`src/hw/rtl/ale_pkg.sv`:
```
// Package of the array list engine: sizes, operation codes and sequencer states.
`default_nettype none

package ale_pkg;

	localparam int DEPTH   = 64;
	localparam int ADDR_W  = $clog2(DEPTH);
	// Capacity is a 7-bit register, so the usable size never exceeds 127.
	localparam int CAP_MAX = (DEPTH > 127) ? 127 : DEPTH;
	localparam logic [6:0] CAP_MAX_C = 7'(CAP_MAX);

	localparam int DATA_W = 32;
	localparam int POS_W  = 7;
	localparam int PADDR_W = 3;

	localparam logic REG_CAPACITY = 1'b0;

	typedef enum logic [2:0] {
		OP_INSERT_AT    = 3'd0,
		OP_INSERT_START = 3'd1,
		OP_APPEND       = 3'd2,
		OP_SEARCH       = 3'd3,
		OP_READ         = 3'd4,
		OP_REMOVE       = 3'd5
	} op_t;

	typedef enum logic [2:0] {
		S_IDLE,
		S_DECODE,
		S_WALK_DOWN,
		S_PUT,
		S_WALK_UP,
		S_DONE
	} state_t;

	function automatic logic [ADDR_W-1:0] to_addr(input logic [POS_W-1:0] x);
		return ADDR_W'(x);
	endfunction

endpackage

`default_nettype wire

```
`src/hw/rtl/array_list_engine_top.sv`:
```
// Top level of the array list engine: list store, sequencer and register port.
//
// The engine keeps an ordered list of signed 32-bit values in a single synchronous RAM with one
// write and one read port, plus an entry count, and takes one command beat at a time. Every
// command passes through decode and then hands over its result. An insert at zero-based slot t
// of a list of n entries moves n-t entries, one per cycle through the RAM read-then-write
// pipeline. Remove at slot t reads n-t entries. A search reads from slot 0 until the first match.
// A new command is taken while the previous result still waits in the output register.
// Writing the capacity register (byte address 0) empties the list; the stored value 0
// acts as 1 and values above the store depth act as the depth. The RAM needs no clearing pass.
`default_nettype none

module array_list_engine_top (
	input  wire                          clk,
	input  wire                          arst_n,
	// Command channel.
	input  wire                          item_valid,
	output logic                         item_ready,
	input  wire  [2:0]                   operation,
	input  wire  signed [ale_pkg::DATA_W-1:0] item_value,
	input  wire  [ale_pkg::POS_W-1:0]    position,
	// Result channel.
	output logic                         result_valid,
	input  wire                          result_ready,
	output logic                         ok,
	output logic signed [ale_pkg::DATA_W-1:0] value_out,
	output logic [ale_pkg::POS_W-1:0]    found_position,
	output logic [ale_pkg::POS_W-1:0]    count_out,
	// Register port.
	input  wire                          psel,
	input  wire                          penable,
	input  wire                          pwrite,
	input  wire  [ale_pkg::PADDR_W-1:0]  paddr,
	input  wire  [31:0]                  pwdata,
	output logic [31:0]                  prdata,
	output logic                         pready
);
	import ale_pkg::*;

	logic [DATA_W-1:0] mem [DEPTH];
	logic [DATA_W-1:0] rdata_s1;

	state_t state_q, state_nx;

	logic [2:0]        op_q;
	logic [DATA_W-1:0] val_q;
	logic [POS_W-1:0]  pos_q;
	logic [POS_W-1:0]  cnt_q;
	logic [POS_W-1:0]  cap_q;

	logic [POS_W-1:0]  tgt_q;
	logic [POS_W-1:0]  idx_q;
	logic [POS_W-1:0]  end_q;
	logic [POS_W-1:0]  src_q;
	logic              more_q;
	logic              pend_q;

	logic              r_ok_q;
	logic [DATA_W-1:0] r_val_q;
	logic [POS_W-1:0]  r_fpos_q;

	logic              out_valid_q;
	logic              out_ok_q;
	logic [DATA_W-1:0] out_val_q;
	logic [POS_W-1:0]  out_fpos_q;
	logic [POS_W-1:0]  out_cnt_q;

	// Decode results.
	logic [POS_W-1:0]  cap_u;
	logic              full;
	logic              pos_in;
	logic              dec_ins;
	logic              dec_walk;
	logic [POS_W-1:0]  dec_tgt;
	logic [POS_W-1:0]  dec_start;
	logic [POS_W-1:0]  dec_stop;

	// RAM controls.
	logic              rd_en;
	logic [ADDR_W-1:0] rd_addr;
	logic              wr_en;
	logic [ADDR_W-1:0] wr_addr;
	logic [DATA_W-1:0] wr_data;

	logic              walk_end;
	logic              hit;
	logic              cfg_wr;
	logic              out_load;

	assign pready = 1'b1;
	assign cfg_wr = psel && penable && pwrite && pready && (paddr[2] == REG_CAPACITY);
	assign prdata = (paddr[2] == REG_CAPACITY) ? {25'd0, cap_q} : 32'd0;

	assign item_ready     = (state_q == S_IDLE);
	assign result_valid   = out_valid_q;
	assign ok             = out_ok_q;
	assign value_out      = out_val_q;
	assign found_position = out_fpos_q;
	assign count_out      = out_cnt_q;

	assign walk_end = !more_q && !pend_q;
	assign hit      = pend_q && (rdata_s1 == val_q);
	assign out_load = (state_q == S_DONE) && (!out_valid_q || result_ready);

	always_comb begin
		if (cap_q == 7'd0) begin
			cap_u = 7'd1;
		end else if (cap_q > CAP_MAX_C) begin
			cap_u = CAP_MAX_C;
		end else begin
			cap_u = cap_q;
		end
	end

	always_comb begin
		full      = (cnt_q >= cap_u);
		pos_in    = (pos_q != 7'd0) && (pos_q <= cnt_q);
		dec_ins   = 1'b0;
		dec_walk  = 1'b0;
		dec_tgt   = 7'd0;
		dec_start = 7'd0;
		dec_stop  = 7'd0;
		case (op_q)
			OP_INSERT_AT: begin
				if (!full) begin
					if (cnt_q == 7'd0) begin
						dec_ins = 1'b1;
					end else if (pos_in) begin
						dec_ins = 1'b1;
						dec_tgt = pos_q - 7'd1;
					end else if ((pos_q > cnt_q) &&
							({1'b0, pos_q} <= {1'b0, cap_u} + 8'd1)) begin
						// Past the end but within capacity plus one: append.
						dec_ins = 1'b1;
						dec_tgt = cnt_q;
					end
				end
			end
			OP_INSERT_START: begin
				dec_ins = !full;
			end
			OP_APPEND: begin
				dec_ins = !full;
				dec_tgt = cnt_q;
			end
			OP_SEARCH: begin
				dec_walk = (cnt_q != 7'd0);
				dec_stop = cnt_q - 7'd1;
			end
			OP_READ: begin
				dec_walk  = pos_in;
				dec_tgt   = pos_q - 7'd1;
				dec_start = pos_q - 7'd1;
				dec_stop  = pos_q - 7'd1;
			end
			OP_REMOVE: begin
				dec_walk  = pos_in;
				dec_tgt   = pos_q - 7'd1;
				dec_start = pos_q - 7'd1;
				dec_stop  = cnt_q - 7'd1;
			end
			default: begin
			end
		endcase
		// Shifting up for an insert walks from the last entry down to the target.
		if (dec_ins) begin
			dec_start = cnt_q - 7'd1;
			dec_stop  = dec_tgt;
		end
	end

	always_comb begin
		state_nx = state_q;
		case (state_q)
			S_IDLE: begin
				if (item_valid) begin
					state_nx = S_DECODE;
				end
			end
			S_DECODE: begin
				if (dec_ins) begin
					state_nx = (dec_tgt == cnt_q) ? S_PUT : S_WALK_DOWN;
				end else if (dec_walk) begin
					state_nx = S_WALK_UP;
				end else begin
					state_nx = S_DONE;
				end
			end
			S_WALK_DOWN: begin
				if (walk_end) begin
					state_nx = S_PUT;
				end
			end
			S_PUT: begin
				state_nx = S_DONE;
			end
			S_WALK_UP: begin
				if ((op_q == OP_SEARCH) && hit) begin
					state_nx = S_DONE;
				end else if (walk_end) begin
					state_nx = S_DONE;
				end
			end
			S_DONE: begin
				if (!out_valid_q || result_ready) begin
					state_nx = S_IDLE;
				end
			end
			default: begin
				state_nx = S_IDLE;
			end
		endcase
	end

	// RAM port controls. A walk reads one slot a cycle and writes the slot read
	// the cycle before to its neighbor, so read and write never meet on one slot.
	always_comb begin
		rd_en   = 1'b0;
		rd_addr = to_addr(idx_q);
		wr_en   = 1'b0;
		wr_addr = to_addr(tgt_q);
		wr_data = rdata_s1;
		case (state_q)
			S_WALK_DOWN: begin
				rd_en   = more_q;
				wr_en   = pend_q;
				wr_addr = to_addr(src_q + 7'd1);
			end
			S_PUT: begin
				wr_en   = 1'b1;
				wr_data = val_q;
			end
			S_WALK_UP: begin
				rd_en   = more_q;
				wr_en   = pend_q && (op_q == OP_REMOVE) && (src_q != tgt_q);
				wr_addr = to_addr(src_q - 7'd1);
			end
			default: begin
			end
		endcase
	end

	always_ff @(posedge clk) begin
		if (wr_en) begin
			mem[wr_addr] <= wr_data;
		end
		if (rd_en) begin
			rdata_s1 <= mem[rd_addr];
		end
	end

	always_ff @(posedge clk or negedge arst_n) begin
		if (!arst_n) begin
			state_q     <= S_IDLE;
			cnt_q       <= 7'd0;
			cap_q       <= 7'd64;
			more_q      <= 1'b0;
			pend_q      <= 1'b0;
			out_valid_q <= 1'b0;
		end else begin
			state_q <= state_nx;
			if (cfg_wr) begin
				cap_q <= pwdata[6:0];
				cnt_q <= 7'd0;
			end
			case (state_q)
				S_DECODE: begin
					more_q <= 1'b1;
					pend_q <= 1'b0;
				end
				S_WALK_DOWN, S_WALK_UP: begin
					if (more_q) begin
						pend_q <= 1'b1;
						more_q <= (idx_q != end_q);
					end else begin
						pend_q <= 1'b0;
					end
					if ((state_q == S_WALK_UP) && (op_q == OP_REMOVE) && walk_end) begin
						cnt_q <= cnt_q - 7'd1;
					end
				end
				S_PUT: begin
					cnt_q <= cnt_q + 7'd1;
				end
				default: begin
				end
			endcase
			if (out_load) begin
				out_valid_q <= 1'b1;
			end else if (out_valid_q && result_ready) begin
				out_valid_q <= 1'b0;
			end
		end
	end

	// Payload and walk pointers; no reset needed.
	always_ff @(posedge clk) begin
		if (item_valid && item_ready) begin
			op_q  <= operation;
			val_q <= item_value;
			pos_q <= position;
		end
		case (state_q)
			S_DECODE: begin
				tgt_q    <= dec_tgt;
				idx_q    <= dec_start;
				end_q    <= dec_stop;
				r_ok_q   <= 1'b0;
				r_val_q  <= '0;
				r_fpos_q <= 7'd0;
			end
			S_WALK_DOWN: begin
				if (more_q) begin
					src_q <= idx_q;
					idx_q <= idx_q - 7'd1;
				end
			end
			S_PUT: begin
				r_ok_q <= 1'b1;
			end
			S_WALK_UP: begin
				if (more_q) begin
					src_q <= idx_q;
					idx_q <= idx_q + 7'd1;
				end
				if (op_q == OP_SEARCH) begin
					if (hit) begin
						r_ok_q   <= 1'b1;
						r_fpos_q <= src_q + 7'd1;
					end
				end else begin
					if (pend_q && (src_q == tgt_q)) begin
						r_val_q <= rdata_s1;
					end
					if (walk_end) begin
						r_ok_q <= 1'b1;
					end
				end
			end
			default: begin
			end
		endcase
		if (out_load) begin
			out_ok_q   <= r_ok_q;
			out_val_q  <= r_val_q;
			out_fpos_q <= r_fpos_q;
			out_cnt_q  <= cnt_q;
		end
	end

endmodule

`default_nettype wire

```
`config.mk`:
```
export PLATFORM = sky130hd
export DESIGN_NAME = array_list_engine_top
export DESIGN_NICKNAME = d
export VERILOG_FILES = /design/src/hw/rtl/ale_pkg.sv /design/src/hw/rtl/array_list_engine_top.sv
export SDC_FILE = /design/constraint.sdc
export NUM_CORES = 2
export LEC_CHECK = 0
export BUFFER_PORTS_ARGS = -buffer_cell sky130_fd_sc_hd__clkbuf_2
export CORE_MARGIN = 2
export CORE_UTILIZATION = 38
export DETAILED_ROUTE_END_ITERATION = 6
export PLACE_DENSITY_LB_ADDON = 0.12
export SETUP_SLACK_MARGIN = 0.4
export SYNTH_ARGS = -nofsm -noshare
export SYNTH_HDL_FRONTEND = slang
export SYNTH_SLANG_ARGS = --single-unit
```
`constraint.sdc`:
```
create_clock -name clk -period 6.7 [get_ports clk]
set_clock_uncertainty 0.15 [all_clocks]
set_input_delay 0.67 -clock clk [delete_from_list [all_inputs] [get_ports clk]]
set_output_delay 0.67 -clock clk [all_outputs]
set_load 0.02 [all_outputs]
```
==> run metrics <==
Die Wd 485 um; CTS Sinks 2,257; Worst setup EP type flip-flop; Synth area leader edfxtp_1; fillers 19,400; prevailing post-synth register cell edfxtp_1; synth cell count leaders 2,237 x edfxtp_1, 663 x mux4_2, 157 x nand2_1; CP bufs+invs 2; #FFs+latches synth 2,257; clk buf depth 3; Placed Area 93,300 um2; vias after detailed routing 40,400; CP Data Arrival Time 5.59 ns; DR WL/cell 29.7 um; vias per cell 5.44; detailed placer's ending HPWL 132 mm; nets@finish 4,327; worst min path class input port to flip-flop; final period utilization 78.0%; Min Hold Slack 0.0777 ns; share of layout cells above drive strength 1 30.8%; count leader, synth edfxtp_1; cell area after synthesis 88,100 um2; first-pass GRT wire length 315 mm; worst skew pair latency 0.85 ns; Slew headroom 15.8%; Root Driver clkbuf_16; min Tclk post-route 5.22 ns; Top Layer Used met5; Util after Layout 44.0%; Worst R2R Setup Slack 1.48 ns; Met2 Routed Length 104 mm; Non-Filler Instances 7,428; crit-path leading delay family simple AND/OR/NAND/NOR gates; clk slew on worst S/H paths 0.06 ns; core area 230,000 um2; Area growth syn-to-layout 14.9%; CP max stage delay 0.91 ns; Site Rows 176; vias in the first global route 41,600; Ports 166; initial antenna violation count 19; total grt overflow 0; WL final 220 mm; PortBufs 112; Met1 Wirelength 99.3 mm; Hold Violations, Final 0; synth top area cells edfxtp_1 76%, mux4_2 17%, nand2_1 0.67%; Peak Freq 0.191 GHz; status finished, final reports clean; Fin Setup TNS 0 ns; Final setup viols 0; Die Footprint 236,000 um2; WP data required 7.06 ns; Avg Synthesized Cell Area 22.8 um2; gr usage total 18.6%; Async SR Flop Fraction 0.886%; CTS Buf Count 230; final instance area 101,000 um2; DRC Markers 0; post-synth cell types 69; largest net degree at the start of global routing 113; met3 wire len 13.0 mm; CP Class flip-flop to flip-flop; CTS tree yes; RD Place Congestion 0.782; Max Slew Vio Count 0; yosys warns 0; CTS H-tree depth 4; cells along the critical path nor3b_4 > inv_1 > o22ai_1 > a221o_1 > a211oi_1 > nand2_1 > nor2_4 > buf_4; Initial Utilization 38.3%; die height 485 um; Worst Tran Pin Value 1.26 ns; Leakage Power 31.6 nW; multi-input logic area 19,900 um2; Seq/Total Area, Yosys 76.8%; First DRT Iteration DRCs 3,787; router iterations before antenna repair 5; antenna-violating nets left 0; RSZ-0062 raised after global routing no; top cell type's share of synthesized area 76.3%; largest fanout on the critical path 21; peak supply drop 0.405 mV; placed cells 6,952; Post-synth EDFFs 2,237; Startpoint Class flip-flop; Reg area 67,700 um2; Post-CTS Setup Bufs 0; Syn Inst Count 3,869; slowest cell on the critical path nor2_4; maxcap violations 0; Power Dens Cells 461 nW/um2
-- flip-flops by register name, indices dropped and copies added, names as in the netlist, 32 cells and up --
| name | cells |
|---|---|
| mem | 2048 |
| r_val_q | 32 |
| rdata_s1 | 32 |
| val_q | 32 |
| value_out | 32 |
-- area by class of cell --
cell class	instances	area share [%]
flip-flops and latches	2257	66.9
multi-input cells	1389	19.7
clock buffers	288	6.10
well taps	3026	3.74
repair buffers	297	2.24
clock inverters	134	1.22
inverters	33	0.122
diodes	4	0.00989
-- logic make-up after synthesis --
group | Yosys count | share of synthesized area, %
buffers and inverters | 247 | 1.29
multiplexers | 691 | 17.3
flip-flops | 2257 | 76.8
AO/OA/AOI/OAI | 163 | 1.25
adder cells (fa/ha/maj) | 35 | 0.506
XOR/XNOR | 71 | 0.706
AND/OR/NAND/NOR | 403 | 2.10
other | 2 | 0.00853
-- worst paths after layout --
kind	startpoint	end	cells past startpoint
min	result_ready	result_valid	3
min in group asynchronous	arst_n	result_valid	2
min reg2reg	r_fpos_q[0]	found_position[0]	0
max reg2reg	state_q[2]	mem[58][18]	8
max in group asynchronous	arst_n	cap_q[1]	2
max	state_q[2]	mem[58][18]	8
-- through the flow --
step                total power [mW]  setup WS (ns)
floorplan                       28.4           2.32
detailed placement              34.5           1.61
global placement                34.3           1.62
global route                    48.6           1.33
finish                          46.6           1.48
CTS                             47.2           1.59
-- worst reg2reg max path, stage by stage (launching register included) --
cell	delay [ns]
dfrtp_1	0.56
nor3b_4	0.29
inv_1	0.64
o22ai_1	0.16
a221o_1	0.43
a211oi_1	0.53
nand2_1	0.77
nor2_4	0.93
buf_4	0.43
-- where the power goes --
part	total [mW]	internal, mW	leakage (nW)	switching, mW
Sequential	19.3	18.7	20.4	0.561
Combinational	14.7	5.44	7.51	9.22
Clock	12.7	7.33	3.62	5.38
Total	46.6	31.5	31.6	15.2
-- layout by cell type, fill, tap and decap left out, types with 18 or more instances in the layout --
cell / Yosys / layout
nand2_2: 0 / 29
clkinv_2: 0 / 37
mux4_2: 663 / 663
clkbuf_1: 104 / 47
edfxtp_1: 2237 / 2237
clkbuf_2: 0 / 112
o21ai_0: 29 / 27
conb_1: 2 / 26
a21oi_1: 32 / 32
nor2_1: 104 / 38
xor2_1: 22 / 22
inv_1: 32 / 32
clkbuf_16: 0 / 238
nand3_1: 22 / 22
clkinv_1: 1 / 60
and2_1: 41 / 39
dfrtp_1: 19 / 19
nand2_1: 157 / 128
buf_4: 40 / 120
mux2_2: 18 / 18
xnor2_1: 49 / 49
dlygate4sd3_1: 0 / 50
ha_1: 34 / 34
bufinv_16: 0 / 22
nor2_4: 0 / 66
-- routing by layer --
layer  track usage, %  vias up
met2             29.3     1092
met3             3.66      286
met5                0        -
met4             4.14        6
met1             27.1    22000
li1                 -    17000
-- what timing repair did --
action / in CTS / in global routing
hold buffers: 50 / 0
hold endpoints to repair: 69 / 0
gates resized for setup: 0 / 0
(Power assumes the default switching activity.)
